<file path="config.mk">
export PLATFORM = sky130hd
export DESIGN_NAME = keyed_polybius_cipher
export DESIGN_NICKNAME = d
export VERILOG_FILES = /design/src/hw/rtl/kpc_pkg.sv /design/src/hw/rtl/kpc_ram.sv /design/src/hw/rtl/kpc_placer.sv /design/src/hw/rtl/keyed_polybius_cipher.sv
export SDC_FILE = /design/constraint.sdc
export NUM_CORES = 1
export LEC_CHECK = 0
export ABC_AREA = 0
export BUFFER_PORTS_ARGS = -buffer_cell sky130_fd_sc_hd__buf_2
export CAP_MARGIN = 10
export CORE_AREA = 4 4 160 162
export CTS_CLUSTER_DIAMETER = 80
export DETAILED_ROUTE_END_ITERATION = 6
export DIE_AREA = 0 0 164 166
export PLACE_DENSITY = 0.84
export REMOVE_ABC_BUFFERS = 1
export SYNTH_ARGS = -nofsm -noshare
export SYNTH_HDL_FRONTEND = slang
export SYNTH_SLANG_ARGS = --single-unit
</file>
<file path="constraint.sdc">
create_clock -name clk -period 7.05 [get_ports clk]
set_clock_uncertainty 0.05 [all_clocks]
set_input_delay 0.3525 -clock clk [delete_from_list [all_inputs] [get_ports clk]]
set_output_delay 0.3525 -clock clk [all_outputs]
set_load 0.02 [all_outputs]
</file>
<file path="src/hw/rtl/kpc_pkg.sv">
// Shared constants, types and byte-classification functions for the keyed
// Polybius cipher block. No dependencies; used by kpc_placer, the top level and kpc_checker.
package kpc_pkg;

  localparam int SIDE     = 5;
  localparam int CELLS    = SIDE * SIDE;
  localparam int LETTERS  = 26;
  localparam int IDX_W    = 5;
  localparam int POS_W    = 5;
  localparam int LETTER_I = 8;
  localparam int LETTER_J = 9;

  localparam logic [2:0] OP_CLEAR  = 3'd0;
  localparam logic [2:0] OP_KEY    = 3'd1;
  localparam logic [2:0] OP_FINISH = 3'd2;
  localparam logic [2:0] OP_ENC    = 3'd3;
  localparam logic [2:0] OP_DEC    = 3'd4;

  localparam logic KIND_PAIR   = 1'b0;
  localparam logic KIND_LETTER = 1'b1;

  typedef struct packed {
    logic             ok;
    logic [IDX_W-1:0] idx;
  } lidx_t;

  typedef struct packed {
    logic             clear;
    logic             place;
    logic [IDX_W-1:0] idx;
  } place_req_t;

  typedef struct packed {
    logic [LETTERS-1:0] mask;
    logic [POS_W-1:0]   fill;
  } place_stat_t;

  // Upper-case a-z, fold J onto I; ok is low for anything not a letter.
  function automatic lidx_t letter_index(input logic [7:0] b);
    logic [7:0] u;
    lidx_t      r;
    u = (b >= 8'h61 && b <= 8'h7a) ? b - 8'd32 : b;
    r.ok  = (u >= 8'h41 && u <= 8'h5a);
    r.idx = IDX_W'(u - 8'h41);
    if (r.idx == IDX_W'(LETTER_J)) begin
      r.idx = IDX_W'(LETTER_I);
    end
    return r;
  endfunction

  function automatic logic is_space(input logic [7:0] b);
    return (b == 8'h20) || (b >= 8'd9 && b <= 8'd13);
  endfunction

  // Digit value 1..SIDE, or zero for any other byte.
  function automatic logic [2:0] digit_of(input logic [7:0] b);
    logic [2:0] d;
    d = 3'd0;
    if (b >= 8'h31 && b <= 8'(8'h30 + SIDE)) begin
      d = 3'(b - 8'h30);
    end
    return d;
  endfunction

  // Row 1..SIDE of a square position.
  function automatic logic [2:0] pos_row(input logic [POS_W-1:0] p);
    logic [2:0] r;
    r = 3'd1;
    for (int k = 1; k < SIDE; k++) begin
      if (p >= POS_W'(k * SIDE)) r = 3'(k + 1);
    end
    return r;
  endfunction

  // Column 1..SIDE of a square position.
  function automatic logic [2:0] pos_col(input logic [POS_W-1:0] p);
    logic [POS_W-1:0] base;
    base = '0;
    for (int k = 1; k < SIDE; k++) begin
      if (p >= POS_W'(k * SIDE)) base = POS_W'(k * SIDE);
    end
    return 3'(p - base + POS_W'(1));
  endfunction

  // Cell index of a 1-based row and column pair.
  function automatic logic [POS_W-1:0] cell_of(input logic [2:0] f, input logic [2:0] s);
    logic [POS_W-1:0] fr;
    logic [POS_W-1:0] sc;
    fr = POS_W'(f) - POS_W'(1);
    sc = POS_W'(s) - POS_W'(1);
    return POS_W'(fr * POS_W'(SIDE)) + sc;
  endfunction

endpackage

</file>
<file path="src/hw/rtl/kpc_ram.sv">
// Generic single-write, single-read RAM with a registered read port.
// No dependencies.
module kpc_ram #(
  parameter int WIDTH = 8,
  parameter int DEPTH = 32
) (
  input  logic                     clk,
  input  logic                     we,
  input  logic [$clog2(DEPTH)-1:0] waddr,
  input  logic [WIDTH-1:0]         wdata,
  input  logic [$clog2(DEPTH)-1:0] raddr,
  output logic [WIDTH-1:0]         rdata
);

  logic [WIDTH-1:0] mem [DEPTH];

  always_ff @(posedge clk) begin
    if (we) begin
      mem[waddr] <= wdata;
    end
    rdata <= mem[raddr];
  end

endmodule

</file>
<file path="src/hw/rtl/kpc_placer.sv">
// Shared letter-placement unit: tracks which letters are in the square and
// how full it is, and issues the write for each newly placed letter. Uses kpc_pkg.
module kpc_placer (
  input  logic                clk,
  input  logic                rst,
  input  kpc_pkg::place_req_t req,
  output logic                we,
  output kpc_pkg::place_stat_t stat
);

  logic [kpc_pkg::LETTERS-1:0] placed_mask;
  logic [kpc_pkg::POS_W-1:0]   fill_count;

  // Accept only a fresh, real letter while the square has room.
  assign we = req.place && !req.clear
            && (req.idx < kpc_pkg::IDX_W'(kpc_pkg::LETTERS))
            && (req.idx != kpc_pkg::IDX_W'(kpc_pkg::LETTER_J))
            && !placed_mask[req.idx]
            && (fill_count < kpc_pkg::POS_W'(kpc_pkg::CELLS));

  assign stat.mask = placed_mask;
  assign stat.fill = fill_count;

  always_ff @(posedge clk) begin
    if (rst || req.clear) begin
      placed_mask <= '0;
      fill_count  <= '0;
    end else if (we) begin
      placed_mask[req.idx] <= 1'b1;
      fill_count           <= fill_count + kpc_pkg::POS_W'(1);
    end
  end

endmodule

</file>
<file path="src/hw/rtl/keyed_polybius_cipher.sv">
// Keyed 5x5 Polybius cipher, top level. Uses kpc_pkg, kpc_placer, kpc_ram.
// Clear, key and decrypt items that produce no letter leave in_ready high.
// Encrypt of a placed letter and a decoding token close go through the registered
// RAM read, the result register and then the output register, with input held off.
// Finish holds off input while the placer walks all 26 letters, one per cycle.
// Reset (rst, synchronous) empties the square and token; RAMs are not cleared.
module keyed_polybius_cipher (
  input  logic       clk,
  input  logic       rst,
  input  logic       in_valid,
  output logic       in_ready,
  input  logic [2:0] op,
  input  logic [7:0] byte_in,
  input  logic       end_of_text,
  output logic       out_valid,
  input  logic       out_ready,
  output logic       kind,
  output logic [2:0] row_digit,
  output logic [2:0] col_digit,
  output logic [6:0] letter_out
);

  localparam logic [2:0] S_IDLE = 3'd0;
  localparam logic [2:0] S_FILL = 3'd1;
  localparam logic [2:0] S_ENC  = 3'd2;
  localparam logic [2:0] S_DEC  = 3'd3;
  localparam logic [2:0] S_OUT  = 3'd4;

  logic [2:0] state;
  logic [kpc_pkg::IDX_W-1:0] sweep_cnt;

  // Token being gathered from decrypt bytes.
  logic [1:0] token_length;
  logic [2:0] token_first;
  logic [2:0] token_second;
  logic       token_digits_ok;

  // Result waiting for the output register.
  logic       res_kind;
  logic [2:0] res_row;
  logic [2:0] res_col;
  logic [6:0] res_letter;

  logic                 accept;
  kpc_pkg::lidx_t       li;
  kpc_pkg::place_req_t  preq;
  kpc_pkg::place_stat_t pstat;
  logic                 pwe;

  logic [kpc_pkg::POS_W-1:0] pos_rdata;
  logic [kpc_pkg::IDX_W-1:0] sq_rdata;

  logic       sp;
  logic [2:0] dig;
  logic       close;
  logic [1:0] len_next;
  logic [2:0] first_next;
  logic [2:0] second_next;
  logic       ok_next;
  logic [1:0] cl_len;
  logic [2:0] cl_first;
  logic [2:0] cl_second;
  logic       cl_ok;
  logic [kpc_pkg::POS_W-1:0] code_cell;
  logic       close_hit;
  logic       enc_hit;

  assign in_ready = (state == S_IDLE);
  assign accept   = in_valid && in_ready;
  assign li       = kpc_pkg::letter_index(byte_in);

  // The placer serves both single key bytes and the finish sweep.
  always_comb begin
    preq.clear = accept && (op == kpc_pkg::OP_CLEAR);
    preq.place = (accept && (op == kpc_pkg::OP_KEY) && li.ok) || (state == S_FILL);
    preq.idx   = (state == S_FILL) ? sweep_cnt : li.idx;
  end

  kpc_placer u_placer (
    .clk  (clk),
    .rst  (rst),
    .req  (preq),
    .we   (pwe),
    .stat (pstat)
  );

  // Token update for a non-space byte, then the values a close would see:
  // a space closes what is already held, end of text closes after the byte.
  always_comb begin
    sp          = kpc_pkg::is_space(byte_in);
    dig         = kpc_pkg::digit_of(byte_in);
    ok_next     = token_digits_ok && (dig != 3'd0);
    first_next  = (token_length == 2'd0) ? dig : token_first;
    second_next = (token_length == 2'd1) ? dig : token_second;
    len_next    = (token_length == 2'd3) ? token_length : token_length + 2'd1;
    close       = sp || end_of_text;
    if (sp) begin
      cl_len    = token_length;
      cl_first  = token_first;
      cl_second = token_second;
      cl_ok     = token_digits_ok;
    end else begin
      cl_len    = len_next;
      cl_first  = first_next;
      cl_second = second_next;
      cl_ok     = ok_next;
    end
    code_cell = kpc_pkg::cell_of(cl_first, cl_second);
    close_hit = close && (cl_len == 2'd2) && cl_ok && (code_cell < pstat.fill);
    enc_hit   = li.ok && pstat.mask[li.idx];
  end

  // square_letters: cell -> letter index, written at the fill position.
  kpc_ram #(
    .WIDTH (kpc_pkg::IDX_W),
    .DEPTH (kpc_pkg::CELLS)
  ) u_square (
    .clk   (clk),
    .we    (pwe),
    .waddr (pstat.fill),
    .wdata (preq.idx),
    .raddr (code_cell),
    .rdata (sq_rdata)
  );

  // letter_position: letter index -> cell.
  kpc_ram #(
    .WIDTH (kpc_pkg::POS_W),
    .DEPTH (kpc_pkg::LETTERS)
  ) u_position (
    .clk   (clk),
    .we    (pwe),
    .waddr (preq.idx),
    .wdata (pstat.fill),
    .raddr (li.idx),
    .rdata (pos_rdata)
  );

  // Sequencer.
  always_ff @(posedge clk) begin
    if (rst) begin
      state     <= S_IDLE;
      sweep_cnt <= '0;
    end else begin
      unique case (state)
        S_IDLE: begin
          if (accept) begin
            priority if (op == kpc_pkg::OP_FINISH) begin
              state     <= S_FILL;
              sweep_cnt <= '0;
            end else if (op == kpc_pkg::OP_ENC && enc_hit) begin
              state <= S_ENC;
            end else if (op == kpc_pkg::OP_DEC && close_hit) begin
              state <= S_DEC;
            end else begin
              state <= S_IDLE;
            end
          end
        end
        S_FILL: begin
          // Advance through every letter; the placer drops J and repeats.
          sweep_cnt <= sweep_cnt + kpc_pkg::IDX_W'(1);
          if (sweep_cnt == kpc_pkg::IDX_W'(kpc_pkg::LETTERS - 1)) begin
            state <= S_IDLE;
          end
        end
        S_ENC, S_DEC: begin
          state <= S_OUT;
        end
        S_OUT: begin
          // Hold the result until the output register is free.
          if (!out_valid || out_ready) begin
            state <= S_IDLE;
          end
        end
        default: begin
          state <= S_IDLE;
        end
      endcase
    end
  end

  // Token state: kept across clear key, reset on every close.
  always_ff @(posedge clk) begin
    if (rst) begin
      token_length    <= 2'd0;
      token_first     <= 3'd0;
      token_second    <= 3'd0;
      token_digits_ok <= 1'b1;
    end else if (accept && op == kpc_pkg::OP_DEC) begin
      if (close) begin
        token_length    <= 2'd0;
        token_first     <= 3'd0;
        token_second    <= 3'd0;
        token_digits_ok <= 1'b1;
      end else begin
        token_length    <= len_next;
        token_first     <= first_next;
        token_second    <= second_next;
        token_digits_ok <= ok_next;
      end
    end
  end

  // Build the result from the RAM read data.
  always_ff @(posedge clk) begin
    if (state == S_ENC) begin
      res_kind   <= kpc_pkg::KIND_PAIR;
      res_row    <= kpc_pkg::pos_row(pos_rdata);
      res_col    <= kpc_pkg::pos_col(pos_rdata);
      res_letter <= 7'd0;
    end else if (state == S_DEC) begin
      res_kind   <= kpc_pkg::KIND_LETTER;
      res_row    <= 3'd0;
      res_col    <= 3'd0;
      res_letter <= 7'(sq_rdata) + 7'h41;
    end
  end

  // Output register.
  always_ff @(posedge clk) begin
    if (rst) begin
      out_valid <= 1'b0;
    end else if (state == S_OUT && (!out_valid || out_ready)) begin
      out_valid <= 1'b1;
    end else if (out_ready) begin
      out_valid <= 1'b0;
    end
  end

  always_ff @(posedge clk) begin
    if (state == S_OUT && (!out_valid || out_ready)) begin
      kind       <= res_kind;
      row_digit  <= res_row;
      col_digit  <= res_col;
      letter_out <= res_letter;
    end
  end

endmodule

</file>
**Word-level counts from Yosys, hierarchy flattened**

Memories as Yosys holds them, arrays and structs flattened. A register that Yosys moved wholly into a read port is not among the register bits.
Index checks and enable logic that the tools add are counted.

- Word-level logic and storage cells: 158
- Bits in writable memories: 255
- Bits in registers: 77
- Memories kept: 2

- $mul: 1
- Magnitude comparators: 18
- Reductions and logical operators: 41
- Equality and inequality tests: 19
- Bitwise gates (word level): 1
- Add/subtract/negate cells: 12
- Mux-type cells: 47

Memory list:

| memory | depth | width | read ports | clocked after Yosys merged registers in | write ports | line | text |
|---|---|---|---|---|---|---|---|
| u_position.mem | 26 | 5 | 1 | 1 | 1 | kpc_ram.sv:15 | `logic [WIDTH-1:0] mem [DEPTH];` |
| u_square.mem | 25 | 5 | 1 | 1 | 1 | kpc_ram.sv:15 |  |

Operators by type and width:

| cell | number |
|---|---|
| two-way mux 3 bit | 21 |
| OR 26 bit | 1 |
| logical AND 1 bit | 23 |
| two-way mux 5 bit | 4 |
| >= comparator 8 x 7 -> 1 bit, second input constant | 2 |
| <= comparator 8 x 7 -> 1 bit, second input constant | 2 |
| two-way mux 2 bit | 7 |
| equality test 3 x 2 -> 1 bit, second input constant | 4 |
| < comparator 5 x 6 -> 1 bit, second input constant | 2 |
| one-hot mux 3 bit (4 select lines) | 1 |
| adder 5 x 1 -> 5 bit, second input constant | 2 |
| binary-select mux 1 bit (select 5 bit) | 2 |
| >= comparator 5 x 4 -> 1 bit, second input constant | 2 |
| < comparator 5 bit, second input constant | 2 |
| one-hot mux 5 bit (2 select lines) | 1 |
| two-way mux 1 bit | 9 |
| equality test 8 x 6 -> 1 bit, second input constant | 1 |
| >= comparator 8 x 4 -> 1 bit, second input constant | 1 |
| >= comparator 8 x 6 -> 1 bit, second input constant | 1 |
| <= comparator 8 x 4 -> 1 bit, second input constant | 1 |
| <= comparator 8 x 6 -> 1 bit, second input constant | 1 |
| two-way mux 8 bit | 1 |
| != test 2 x 1 -> 1 bit, second input constant | 4 |
| subtractor 3 x 1 -> 4 bit, second input constant | 2 |
| 29 further kinds | 42 |

**Depth between registers and ports, before layout**

- Depth after elaboration: 16
- Depth in mapped cells: 26
- Mapped depth without buffers: 23

**Cells and area by module**

From an unflattened synthesis, not the netlist that was laid out.

- Cells, all modules: 1044
- Area, all modules: 15033.2 um^2

By module, submodules not included:

| module | cells each | area each (um^2) | instances |
|---|---|---|---|
| kpc_ram at u_position | 314 | 5366.4 | 1 |
| kpc_ram at u_square | 272 | 5078.6 | 1 |
| keyed_polybius_cipher | 313 | 3046.7 | 1 |
| kpc_placer | 145 | 1541.5 | 1 |

**Least setup slack after synthesis**

Ideal clock, no wire load.

- Path kind: in2reg
- Start point: in byte_in[1]
- End point: reg state[1]
- Cell stages on the path: 24
- Path buffers: 3
- Path slack: 1419 ps
- Data arrival time: 5467 ps
- Data required time: 6886 ps
- Cell sequence: clkbuf_1 inv_1 ha_1 clkbuf_1 nor3b_1 nor4_1 a21boi_1 mux2i_1 ha_1 xnor2_1 ha_1 ha_1 ha_1 a21o_1 a21oi_1 xnor2_1 xor2_1 xnor2_2 buf_2 inv_1 ha_1 nand4b_1 a221o_1 a2111oi_0

- Longest elaborated chain between the ends: 16
- Elaborated cells on any way between the ends: 49
- Those cells by class: 6 x add/sub; 1 x mul; 9 x order compare; 3 x eq/ne; 16 x mux; 14 x reduce/logical

RTL lines:

| item | line | text |
|---|---|---|
| from (decl) | keyed_polybius_cipher.sv:13 | `input logic [7:0] byte_in,` |
| >= comparator 8 x 6 -> 1 bit or <= comparator 8 x 6 -> 1 bit (tied branches) | kpc_pkg.sv:59 | `if (b >= 8'h31 && b <= 8'(8'h30 + SIDE)) begin` |
| logical AND 1 bit | kpc_pkg.sv:59 |  |
| two-way mux 3 bit | kpc_pkg.sv:59 |  |
| two-way mux 3 bit | keyed_polybius_cipher.sv:93 | `first_next = (token_length == 2'd0) ? dig : token_first;` |
| two-way mux 3 bit | keyed_polybius_cipher.sv:97 | `if (sp) begin` |
| subtractor 3 x 1 -> 4 bit | kpc_pkg.sv:89 | `fr = POS_W'(f) - POS_W'(1);` |
| multiplier 5 x 3 -> 5 bit | kpc_pkg.sv:91 | `return POS_W'(fr * POS_W'(SIDE)) + sc;` |
| adder 5 bit | kpc_pkg.sv:91 |  |
| < comparator 5 bit | keyed_polybius_cipher.sv:109 | `close_hit = close && (cl_len == 2'd2) && cl_ok && (code_cell < pstat.fill);` |
| logical AND 1 bit | keyed_polybius_cipher.sv:109 |  |
| logical AND 1 bit | keyed_polybius_cipher.sv:153 | `end else if (op == kpc_pkg::OP_DEC && close_hit) begin` |
| two-way mux 2 bit | keyed_polybius_cipher.sv:153 |  |
| two-way mux 2 bit (*) | keyed_polybius_cipher.sv:151 | `end else if (op == kpc_pkg::OP_ENC && enc_hit) begin` |
| two-way mux 2 bit (*) | keyed_polybius_cipher.sv:148 | `priority if (op == kpc_pkg::OP_FINISH) begin` |
| two-way mux 3 bit (*) | keyed_polybius_cipher.sv:147 | `if (accept) begin` |
| one-hot mux 3 bit (4 select lines) (*) | keyed_polybius_cipher.sv:145 | `unique case (state)` |
| to (signal assigned) | keyed_polybius_cipher.sv:149 | `state <= S_FILL;` |
| to (signal assigned) | keyed_polybius_cipher.sv:152 | `state <= S_ENC;` |
| to (signal assigned) | keyed_polybius_cipher.sv:154 | `state <= S_DEC;` |
| to (decl) | keyed_polybius_cipher.sv:29 | `logic [2:0] state;` |

Every way passes the cells marked *; elsewhere a longest branch is shown, timed or not. The select of a mux whose other input is x is not followed.
A chain may end at the register's enable or synchronous reset.

**Final worst setup path**

- Start point: in byte_in[0]
- End point: reg state[1]

The elaborated chain is that of the path after synthesis.

==> impl_results.md <==
- Row count: 57
- 1st-iter DRT viols: ~1.1k
- Antenna-violating nets left: 0
- FF-to-FF End: state[1]
- Setup repair after global routing missed its margin: false
- Tcrit/Tclk final: 0.8564
- Clk_lat worst skew: 0.52 ns
- Synth Instances: slightly above 1k
- Port Buffers: 31
- Failing checks: design-rule violations
- Post-synth ARST share: 0
- Worst VDD drop: 226.2 µV
- Synth Register Bits: 340
- Synth warn: 0
- Most used DFF post-synth: edfxtp_1
- Synthesis-to-layout area growth: 10.51%
- First-pass GRT wire length: roughly 52000 µm
- Final #Nets: about 1.1k
- Status: finished with violations
- Mux cell area share after synthesis: 0.1281
- Required @ worst endpoint: 7.39 ns
- DR vias/cell: roughly 6.5
- Largest net degree at the start of global routing: 43
- Fin crit period: roughly 6 ns
- Fmax: between 150 and 200 MHz
- Clk buf depth: 3
- Worst-path fanout max: 16
- Placeable Area: about 24000 µm²
- Combinational family with the most area after synthesis: multiplexers
- CTS sink cnt: 340
- Initial antenna violation count: 0
- Hold Path Sink: state[2]
- Die ar.: ~27000 µm²
- Gates resized, CTS repair: 0
- Startpoint types: primary input
- Pleak: about 5.5 nW
- Hold Crit Class: in2reg
- Inserted Clock Buffers: 35
- Post-DP HPWL: approximately 21000 µm
- Setup violators final: 0
- Vias after detailed routing: 9098
- Vias in the first global route: 9107
- Design Area, Final: roughly 17000 µm²
- Total gr overflow: 0
- EDFF count, synth: around 270
- Placed inst area: ~15000 µm²
- Post-route insts no fill: between 1k and 1.5k
- Routability cong.: between 0.8 and 0.9
- Synthesized area: about 15000 µm²
- FF-to-FF setup slack: approximately 1.4 ns
- Core Util, Final: 0.6891
- Hold Startpoint: out_ready
- Buffer count from post-CTS setup fixing: 0
- Yosys cell types: 81
- Diode count: 0
- Max Cap Violations: 0
- Final Hold Viols: 0
- Drt wl/cell: ~23 µm
- H-tree Lvls: 2
- Slew HR: 0.2153
- Commonest non-fill, non-tap cell in the layout: edfxtp_1
- GRT Util Overall: 0.2454
- Most frequent cells in the layout: edfxtp_1, nand2_1, mux4_2
- Hold Buf Count CTS: 0
- Root Buffer: clkbuf_16
- Die width: around 160 µm
- Xor and xnor area share after synthesis: 0.01157
- Synth Area in Compound Gates: 0.06793
- Die height: about 170 µm
- Syn avg cell area: 14.71 µm²
- Share of post-route cells with drive strength above 1: 0.1806
- Placed cells: 1343
- FF-to-FF Start: token_length[0]
- Kind of critical path: in2reg
- Post-synthesis simple-gate area fraction: 0.1019
- Synth Area in Adders: 0.02914
- Boundary pin count: 32
- First-pass iteration count of the detailed router: 7
- Sequential share of the synthesized area: 0.6353
- Critical Path End Type: flop
- WHS Path Cells: 4
- Initial core utilization: 0.6235
- CTS tree: built
- Final TNS setup: 0 ns
- Final wirelength: ~33000 µm
- PwrDens: ~260 nW/µm²
- Max-slew violations: 0
- Clock transition at path regs: approximately 0.060 ns
- Worst reg-to-reg path cell count: 18
- Critical Path AT: approximately 6.4 ns
- Worst slew pin tran: between 1 and 1.5 ns
- DRC Markers: 3
metrics by stage:
| step | setup WS [ns] | hold slack (ns) | power [mW] |
|---|---|---|---|
| after floorplan | 1.649 | 0.3503 | 2.498 |
| after global placement | 0.8878 | 0.3534 | 2.605 |
| after detailed placement | 0.5834 | 0.3661 | 2.617 |
| after CTS | 1.091 | 0.09152 | 4.359 |
| after global routing | 0.7036 | 0.1208 | 4.503 |
| final | 1.012 | 0.09839 | 4.350 |
cell families after synthesis:
family                   after synthesis
multiplexers                         106
flip-flops                           340
adder cells (fa/ha/maj)               34
buffers and inverters                 85
AND/OR/NAND/NOR                      301
AO/OA/AOI/OAI                        136
other                                  1
XOR/XNOR                              19
cells in the mapped netlist (all sizes together), types with 5 or more instances:
master / instances / area [µm²]
edfxtp: 274 / 8228
nand2: 84 / 322.8
mux4: 67 / 1509
dfxtp: 66 / 1321
nor2: 56 / 226.5
nor3: 48 / 250.2
inv: 34 / 130.1
ha: 31 / 387.9
clkbuf: 27 / 101.4
a21oi: 26 / 130.1
buf: 24 / 156.4
mux2i: 24 / 240.2
nand3: 23 / 115.1
and3: 21 / 131.4
a32o: 17 / 170.2
o21ai: 16 / 80.08
mux2: 15 / 176.4
nand2b: 13 / 81.33
xnor2: 11 / 103.9
nor2b: 10 / 62.56
a31oi: 9 / 56.30
o22ai: 8 / 50.05
or3: 8 / 60.06
xor2: 8 / 70.07
nor4: 7 / 43.79
a211o: 6 / 52.55
a22oi: 6 / 45.04
o41ai: 6 / 60.06
and2: 5 / 31.28
nor3b: 5 / 37.54
or2: 5 / 31.28
state kept, by name, indices dropped and copies added (netlist names), 3 cells and up:
register	flops
u_position.mem	130
sweep_cnt	5
token_second	3
res_letter	6
token_first	3
u_position.rdata	5
u_square.rdata	5
u_square.mem	125
col_digit	3
row_digit	3
u_placer.fill_count	5
res_col	3
letter_out	6
u_placer.placed_mask	26
state	3
res_row	3
report_power, final:
group / internal [mW] / switching [mW] / leakage (nW)
logic: 0.143 / 0.234 / 2.05
registers: 2.19 / 0.0249 / 2.91
clock network: 1.02 / 0.745 / 0.525
per-layer routing:
metal  vias up  track usage  wire [µm]
li1       4077            -          -
met1      4545       0.3179      12190
met2       390       0.4221      17160
met3        86      0.04592       2498
met4         0      0.07768       1052
met5         -            0          0
layout make-up:
cell class / count / area, µm²
Sequential cell: 340 / 9549
Tap cell: 324 / 405.4
Fill cell: 1568 / 7495
Clock inverter: 19 / 160.2
Timing Repair Buffer: 47 / 310.3
Clock buffer: 44 / 930.9
Multi-Input combinational cell: 601 / 5125
Inverter: 34 / 130.1
critical path: stages:
cell and delay, ns:
buf_2 0.17, inv_1 0.19, ha_1 0.42, nor3b_1 0.10, nor4_1 0.46, a21boi_1 0.30
mux2i_1 0.37, ha_1 0.27, xnor2_1 0.14, ha_1 0.26, ha_1 0.33, ha_1 0.30
a21o_1 0.19, a21oi_1 0.18, xnor2_1 0.10, xor2_1 0.17, xnor2_2 0.87, inv_1 0.11
ha_1 0.23, nand4b_1 0.16, a221o_1 0.29, a2111oi_0 0.40
worst max path at each step:
stage,from,cells after the start,endpoint
after floorplan,byte_in[0],21,state[1]
after global placement,byte_in[0],22,state[1]
after detailed placement,byte_in[0],22,state[1]
after CTS,byte_in[0],22,state[1]
after global routing,byte_in[0],22,state[1]
final,byte_in[0],22,state[1]
Note: power is estimated with default switching activity, not from simulation.
